--- config.mk ---
export PLATFORM = sky130hd
export DESIGN_NAME = checked_decimal_integer_parser_flat
export DESIGN_NICKNAME = d
export VERILOG_FILES = /design/src/hw/rtl/cdip_pkg.sv /design/src/hw/rtl/cdip_char_if.sv /design/src/hw/rtl/checked_decimal_integer_parser.sv /design/src/flat_wrapper.sv
export SDC_FILE = /design/constraint.sdc
export NUM_CORES = 1
export LEC_CHECK = 0
export BUFFER_PORTS_ARGS = -buffer_cell sky130_fd_sc_hd__buf_4
export CORE_AREA = 2 2 107 109
export DETAILED_ROUTE_END_ITERATION = 8
export DIE_AREA = 0 0 109 111
export PLACE_DENSITY_LB_ADDON = 0.08
export SYNTH_ARGS = -nofsm -noshare
export SYNTH_HDL_FRONTEND = slang
export SYNTH_SLANG_ARGS = --single-unit
export TNS_END_PERCENT = 30
--- constraint.sdc ---
create_clock -name clk -period 10.5 [get_ports clk]
set_clock_uncertainty 0.2 [all_clocks]
set_input_delay 0.525 -clock clk [delete_from_list [all_inputs] [get_ports clk]]
set_output_delay 0.525 -clock clk [all_outputs]
set_load 0.01 [all_outputs]
--- src/hw/rtl/cdip_pkg.sv ---
// cdip_pkg: shared constants for the checked decimal integer parser
// holds character codes, parse phase codes, register indexes and field widths
// no dependencies
package cdip_pkg;

  localparam int unsigned CHAR_W  = 8;
  localparam int unsigned VALUE_W = 32;
  localparam int unsigned CFG_IDX_W  = 1;
  localparam int unsigned CFG_DATA_W = 1;
  localparam int unsigned PHASE_W = 2;

  typedef logic [CHAR_W-1:0]     char_t;
  typedef logic [VALUE_W-1:0]    value_t;
  typedef logic [CFG_IDX_W-1:0]  cfg_idx_t;
  typedef logic [CFG_DATA_W-1:0] cfg_data_t;
  typedef logic [PHASE_W-1:0]    phase_t;

  // character codes
  localparam char_t CH_ZERO  = 8'h30;
  localparam char_t CH_NINE  = 8'h39;
  localparam char_t CH_MINUS = 8'h2D;
  localparam char_t CH_PLUS  = 8'h2B;

  // parse phases
  localparam phase_t PH_START  = 2'd0;
  localparam phase_t PH_SIGN   = 2'd1;
  localparam phase_t PH_DIGITS = 2'd2;
  localparam phase_t PH_STOP   = 2'd3;

  // configuration register indexes
  localparam cfg_idx_t REG_SIGNED_MODE  = 1'd0;
  localparam cfg_idx_t REG_LENIENT_MODE = 1'd1;

endpackage

--- src/hw/rtl/cdip_char_if.sv ---
// cdip_char_if and cdip_result_if: valid/ready channels of the parser
// character requests in, parsed results out
// depends on cdip_pkg
interface cdip_char_if;
  logic               valid;
  logic               ready;
  cdip_pkg::char_t    char_code;
  logic               last_char;

  modport source (output valid, output char_code, output last_char, input ready);
  modport sink   (input valid, input char_code, input last_char, output ready);
endinterface

interface cdip_result_if;
  logic               valid;
  logic               ready;
  cdip_pkg::value_t   parsed_value;
  logic               parse_ok;

  modport source (output valid, output parsed_value, output parse_ok, input ready);
  modport sink   (input valid, input parsed_value, input parse_ok, output ready);
endinterface

--- src/hw/rtl/checked_decimal_integer_parser.sv ---
// checked_decimal_integer_parser: decimal text to WIDTH-bit integer, with overflow check
// depends on cdip_pkg, cdip_char_if and cdip_result_if
//
//   channel   dir   payload                     request moves
//   chars     in    char_code[7:0], last_char   one character
//   result    out   parsed_value[31:0], parse_ok one number, on the last character
//   cfg       in    cfg_we, cfg_index, cfg_data one register write
//
// one character per cycle while chars.ready is high; each is folded into the
// accumulator by a multiply-by-ten (shift and add) and a limit compare in a single stage.
// the result is loaded into an output register when the last character is accepted.
// chars.ready drops only while the output register holds an untaken result.
// rst (synchronous) clears the parse state and sets signed_mode=1, lenient_mode=0.
module checked_decimal_integer_parser #(
  parameter int unsigned WIDTH = 32
) (
  input  logic                clk,
  input  logic                rst,
  cdip_char_if.sink           chars,
  cdip_result_if.source       result,
  input  logic                cfg_we,
  input  cdip_pkg::cfg_idx_t  cfg_index,
  input  cdip_pkg::cfg_data_t cfg_data
);
  import cdip_pkg::*;

  localparam logic [WIDTH-1:0] UMAX = {WIDTH{1'b1}};
  localparam logic [WIDTH-1:0] SMAX = UMAX >> 1;
  localparam logic [WIDTH-1:0] Q_U  = UMAX / 10;
  localparam logic [WIDTH-1:0] Q_S  = SMAX / 10;
  localparam logic [3:0]       R_U  = 4'(UMAX % 10);
  localparam logic [3:0]       R_S  = 4'(SMAX % 10);

  logic             signed_mode;
  logic             lenient_mode;

  logic [WIDTH-1:0] acc;
  logic             minus;
  phase_t           phase;
  logic             err;

  logic [WIDTH-1:0] acc_next;
  logic             minus_next;
  phase_t           phase_next;
  logic             err_next;

  logic             accept;
  logic             is_digit;
  logic [3:0]       digit;
  logic [WIDTH-1:0] acc_x10;
  logic [WIDTH-1:0] acc_step;
  logic [WIDTH-1:0] lim_q;
  logic [3:0]       lim_r;
  logic             over;
  logic             ok_next;
  logic [WIDTH-1:0] mag_signed;
  value_t           value_next;

  assign chars.ready = !result.valid || result.ready;
  assign accept      = chars.valid && chars.ready;

  assign is_digit = (chars.char_code >= CH_ZERO) && (chars.char_code <= CH_NINE);
  assign digit    = chars.char_code[3:0];
  assign acc_x10  = (acc << 3) + (acc << 1);
  assign acc_step = acc_x10 + WIDTH'(digit);

  assign lim_q = signed_mode ? Q_S : Q_U;
  assign lim_r = signed_mode ? (R_S + 4'(minus)) : R_U;
  assign over  = (acc > lim_q) || ((acc == lim_q) && (digit > lim_r));

  always_comb begin
    acc_next   = acc;
    minus_next = minus;
    phase_next = phase;
    err_next   = err;
    unique case (phase)
      PH_START, PH_SIGN, PH_DIGITS: begin
        if (phase == PH_START && chars.char_code == CH_PLUS) begin
          phase_next = PH_SIGN;
        end else if (phase == PH_START && chars.char_code == CH_MINUS && signed_mode) begin
          minus_next = 1'b1;
          phase_next = PH_SIGN;
        end else if (is_digit) begin
          if (!lenient_mode && over) begin
            err_next   = 1'b1;
            phase_next = PH_STOP;
          end else begin
            acc_next   = acc_step;
            phase_next = PH_DIGITS;
          end
        end else begin
          // first non-digit: lenient stops quietly, checked fails
          if (!lenient_mode) err_next = 1'b1;
          phase_next = PH_STOP;
        end
      end
      PH_STOP: begin
        if (!lenient_mode) err_next = 1'b1;
      end
      default: begin
        phase_next = PH_STOP;
      end
    endcase
  end

  assign ok_next    = lenient_mode || (!err_next && phase_next == PH_DIGITS);
  assign mag_signed = minus_next ? (WIDTH'(0) - acc_next) : acc_next;
  assign value_next = ok_next ? VALUE_W'(mag_signed) : '0;

  // configuration registers
  always_ff @(posedge clk) begin
    if (rst) begin
      signed_mode  <= 1'b1;
      lenient_mode <= 1'b0;
    end else if (cfg_we) begin
      unique case (cfg_index)
        REG_SIGNED_MODE:  signed_mode  <= cfg_data[0];
        REG_LENIENT_MODE: lenient_mode <= cfg_data[0];
        default: ;
      endcase
    end
  end

  // parse state, cleared after each last character
  always_ff @(posedge clk) begin
    if (rst) begin
      acc   <= '0;
      minus <= 1'b0;
      phase <= PH_START;
      err   <= 1'b0;
    end else if (accept) begin
      if (chars.last_char) begin
        acc   <= '0;
        minus <= 1'b0;
        phase <= PH_START;
        err   <= 1'b0;
      end else begin
        acc   <= acc_next;
        minus <= minus_next;
        phase <= phase_next;
        err   <= err_next;
      end
    end
  end

  // output register
  always_ff @(posedge clk) begin
    if (rst) begin
      result.valid <= 1'b0;
    end else if (accept && chars.last_char) begin
      result.valid <= 1'b1;
    end else if (result.ready) begin
      result.valid <= 1'b0;
    end
  end

  always_ff @(posedge clk) begin
    if (accept && chars.last_char) begin
      result.parsed_value <= value_next;
      result.parse_ok     <= ok_next;
    end
  end

  a_stall_only_when_full: assert property (@(posedge clk) disable iff (rst)
    !chars.ready |-> result.valid)
    else $error("input stalled with empty output register");

  a_last_gives_result: assert property (@(posedge clk) disable iff (rst)
    accept && chars.last_char |=> result.valid && phase == PH_START)
    else $error("last character did not produce a result or clear state");

  a_fail_is_zero: assert property (@(posedge clk) disable iff (rst)
    result.valid && !result.parse_ok |-> result.parsed_value == '0)
    else $error("failed parse carries a nonzero value");

  a_start_is_clean: assert property (@(posedge clk) disable iff (rst)
    phase == PH_START |-> acc == '0 && !minus && !err)
    else $error("start phase with leftover string state");

  a_sign_has_no_digits: assert property (@(posedge clk) disable iff (rst)
    phase == PH_SIGN |-> acc == '0 && !err)
    else $error("sign phase with accumulated digits or error");

endmodule

--- src/flat_wrapper.sv ---
// flat-port wrapper written by rule: the top's interface ports become plain ports
module checked_decimal_integer_parser_flat import cdip_pkg::*;
#(
  parameter int unsigned WIDTH = 32
)
  (clk, rst, cfg_we, cfg_index, cfg_data, chars_valid, chars_char_code, chars_last_char, chars_ready, result_valid, result_parsed_value, result_parse_ok, result_ready);
  cdip_char_if chars_i ();
  cdip_result_if result_i ();
  input  logic clk;
  input  logic rst;
  input  logic cfg_we;
  input  cdip_pkg::cfg_idx_t cfg_index;
  input  cdip_pkg::cfg_data_t cfg_data;
  input wire logic [$bits(chars_i.valid)-1:0] chars_valid;
  input wire logic [$bits(chars_i.char_code)-1:0] chars_char_code;
  input wire logic [$bits(chars_i.last_char)-1:0] chars_last_char;
  output wire logic [$bits(chars_i.ready)-1:0] chars_ready;
  output wire logic [$bits(result_i.valid)-1:0] result_valid;
  output wire logic [$bits(result_i.parsed_value)-1:0] result_parsed_value;
  output wire logic [$bits(result_i.parse_ok)-1:0] result_parse_ok;
  input wire logic [$bits(result_i.ready)-1:0] result_ready;
  assign chars_i.valid = chars_valid;
  assign chars_i.char_code = chars_char_code;
  assign chars_i.last_char = chars_last_char;
  assign chars_ready = chars_i.ready;
  assign result_valid = result_i.valid;
  assign result_parsed_value = result_i.parsed_value;
  assign result_parse_ok = result_i.parse_ok;
  assign result_i.ready = result_ready;
  checked_decimal_integer_parser #(.WIDTH(WIDTH)) u_core (.clk(clk), .rst(rst), .chars(chars_i), .result(result_i), .cfg_we(cfg_we), .cfg_index(cfg_index), .cfg_data(cfg_data));
endmodule
==> results.cfg <==
[run_status]
status = completed

[drt]
drc = 0
drt_iter0_markers = 733
ant_nets = 0
postRouteWirelength_microns = 20800
vias = 7017
vias_per_cell = 6.80
drt_first_pass_iters = 6
wl_per_cell_microns = 20.2

[synthesis]
yosysUniqueCellTypes = 81
synth_enable_flop_cells = 33
ys_ff_latch = 72
syn_inst = 860
netlist_area_sq_mm = 0.00705
ys.flop_type = dfxtp_1
ys_seq_area_share_pct = 25.1
ys_warn_count = 0
syn_nets = 956
avgSynthCellArea_sq_um = 8.20
async_flop_share_pct = 0

[clock_network]
cts_sinks = 72
insertion_delay_ns = 0.35
post_cts_buffers = 0
clockBufferDepth = 2
cts-resized-gates = 0
clkTransAtPathRegs_ns = 0.06
cts_buffers = 9
htreeDepth = 3
ctsHoldBuffers = 0
cts-root-buf = clkbuf_16
cts_tree = built

[grt]
grt_usage_pct = 34.9
antenna_found_initial = 0
grt_pass1_wl_microns = 33400
grt_max_degree = 46
grt_pass1_vias = 6516
grt_overflow = 0

[pwr]
total_power_w = 0.000651
leakagePower_nw = 3.31
ir_worst_vdd_mv = 0.0972
powerDensity_mw_per_mm2 = 84.2

[timing]
min_period_over_period_pct = 56.8
setup_tns_ns = 0
setup_violations = 0
relSlewSlack_pct = 19.0
rsz0062_at_grt = no
slew_viol_final = 0
period_minus_slack_ns = 5.96
finalHoldViolCount = 0
hold_slack_ns = 0.208
fmax_mhz = 168
worst_pin_slew_ns = 1.21

[run]
cap_viol_max_count = 0

[layout]
diodes = 0
nets = 980
area_delta_synth_final_pct = 9.63
drive_above_1_share_pct = 10.5
fill_cells = 916

[worst_hold_path]
hold_class = in2reg

[setup_path]
arrival_ns = 5.86
startpoint_type = flop
required_ns = 10.40
crit_fanout = 45
critPathKind = reg2reg
cp_top_family = simple AND/OR/NAND/NOR gates
crit_slowest_cell = dfxtp_1
worstSetupEndpointType = flop
crit_path_frequent_cell = ha_1
regToRegSetupSlack_ns = 4.54
crit_buf_inv = 1
path_cells = inv_1 -> ha_1 -> and4b_1 -> nand4_2 -> or4_4 -> o31a_4 -> nand2_8 -> mux2i_1 -> ha_1 -> nand3_1 -> a211oi_1 -> nor4b_1 -> mux2_2 -> o211ai_1 -> or2_1 -> nor4_1 -> and4bb_1
slowest_delay_ns = 0.61

[floorplan]
rows = 39
dieArea_sq_mm = 0.0121
start_util_pct = 63.7
die_w_microns = 109
fp.dieH_microns = 111
pin_count = 51
core_area_sq_mm = 0.0111

[placed_design]
port-buffer-count = 50
gp_congestion = 0.965
dp.final_hpwl_microns = 15800
-- synthesized netlist by cell type, types with 4 or more instances --
master | instances | share of area (%)
a31oi_1 | 11 | 0.98
and3_1 | 13 | 1.2
nor2b_1 | 10 | 0.89
nor3_1 | 25 | 1.8
o31a_1 | 6 | 0.75
o21bai_1 | 4 | 0.43
dfxtp_1 | 39 | 11
ha_1 | 78 | 14
buf_2 | 10 | 0.71
clkbuf_1 | 26 | 1.4
buf_1 | 4 | 0.21
xnor2_1 | 21 | 2.6
a22oi_1 | 23 | 2.4
o21ai_0 | 40 | 2.8
nor4_1 | 12 | 1.1
inv_1 | 25 | 1.3
a211oi_1 | 12 | 1.3
nand2b_1 | 7 | 0.62
nor2_1 | 118 | 6.3
a21oi_1 | 65 | 4.6
nand2_1 | 51 | 2.7
or4_1 | 8 | 0.85
nand4_1 | 6 | 0.53
o211ai_1 | 12 | 1.3
xor2_1 | 21 | 2.6
o31ai_1 | 13 | 1.4
nand3_1 | 15 | 1.1
or3_1 | 9 | 0.80
a21o_1 | 10 | 1.1
o21a_1 | 14 | 1.5
and2_1 | 10 | 0.89
edfxtp_1 | 33 | 14
nor3b_1 | 7 | 0.75
mux2i_1 | 18 | 2.6
a21boi_0 | 5 | 0.53
mux2_2 | 4 | 0.64
-- worst paths after layout --
kind | start | cells after the start | end
min reg2reg | u_core.err | 2 | u_core.err
min | cfg_data | 2 | u_core.signed_mode
max reg2reg | u_core.signed_mode | 17 | u_core.result.parsed_value[30]
max | u_core.signed_mode | 17 | u_core.result.parsed_value[30]
-- power by group --
part / internal, W / switching, W / leakage (nW)
combinational: 0.0000253 / 0.0000442 / 2.56
clock: 0.000158 / 0.000120 / 0.118
sequential: 0.000299 / 0.00000397 / 0.632
-- sequential cells by signal, summed over array words and instances (netlist names) --
register,cells
u_core.minus,1
u_core.result.parsed_value,32
u_core.result.valid,1
u_core.lenient_mode,1
u_core.err,1
u_core.acc,32
u_core.signed_mode,1
u_core.result.parse_ok,1
u_core.phase,2
-- placed cells by master, fill, tap and decap left out, drive strengths merged, types with 15 or more instances in the layout --
cell,synthesis,final
mux2i,18,18
inv,25,25
edfxtp,33,33
o21ai,43,43
xnor2,21,21
buf,15,54
dfxtp,39,39
nor3,26,26
nand3,15,15
nand2,52,52
xor2,21,21
a22oi,23,23
nor2,118,118
a21oi,65,65
ha,78,78
-- cell type report --
cell class	count	area, sq um	area share (%)
Sequential cell	72	1770	22.9
Tap cell	143	179	2.31
Multi-Input combinational cell	722	5020	65.0
Timing Repair Buffer	54	405	5.24
Clock inverter	4	22.5	0.291
Clock buffer	12	236	3.06
Inverter	25	93.8	1.21
-- stage by stage --
step | setup WS, ns | utilization [%] | instances | cell area, sq um
floorplan | 5.20 | - | 860 | 7050
finish | 4.54 | 69.8 | 1032 | 7730
global route | 4.30 | 69.8 | 1032 | 7730
CTS | 4.68 | 69.8 | 1032 | 7730
detailed placement | 4.71 | 67.5 | 1016 | 7470
global placement | 4.90 | 67.5 | 1016 | 7470
-- routing by layer --
metal / part of all wire [%] / wire length, microns / GRT usage (%)
met3: 9.4 / 1960 / 6.11
met2: 44 / 9150 / 52.5
met4: 2.4 / 508 / 10.6
met5: 0 / 0 / 0
met1: 44 / 9220 / 50.9
-- cells by family (layout without fill, tap and decap cells) --
family	Yosys count	after routing	synth area share (%)
fa+ha+maj	80	80	14.4
buf+inv	66	95	3.74
compound gates	256	256	24.6
mux	22	22	3.19
simple gates	322	322	23.7
xor+xnor	42	42	5.22
flops	72	72	25.1
(Power assumes the default switching activity.)
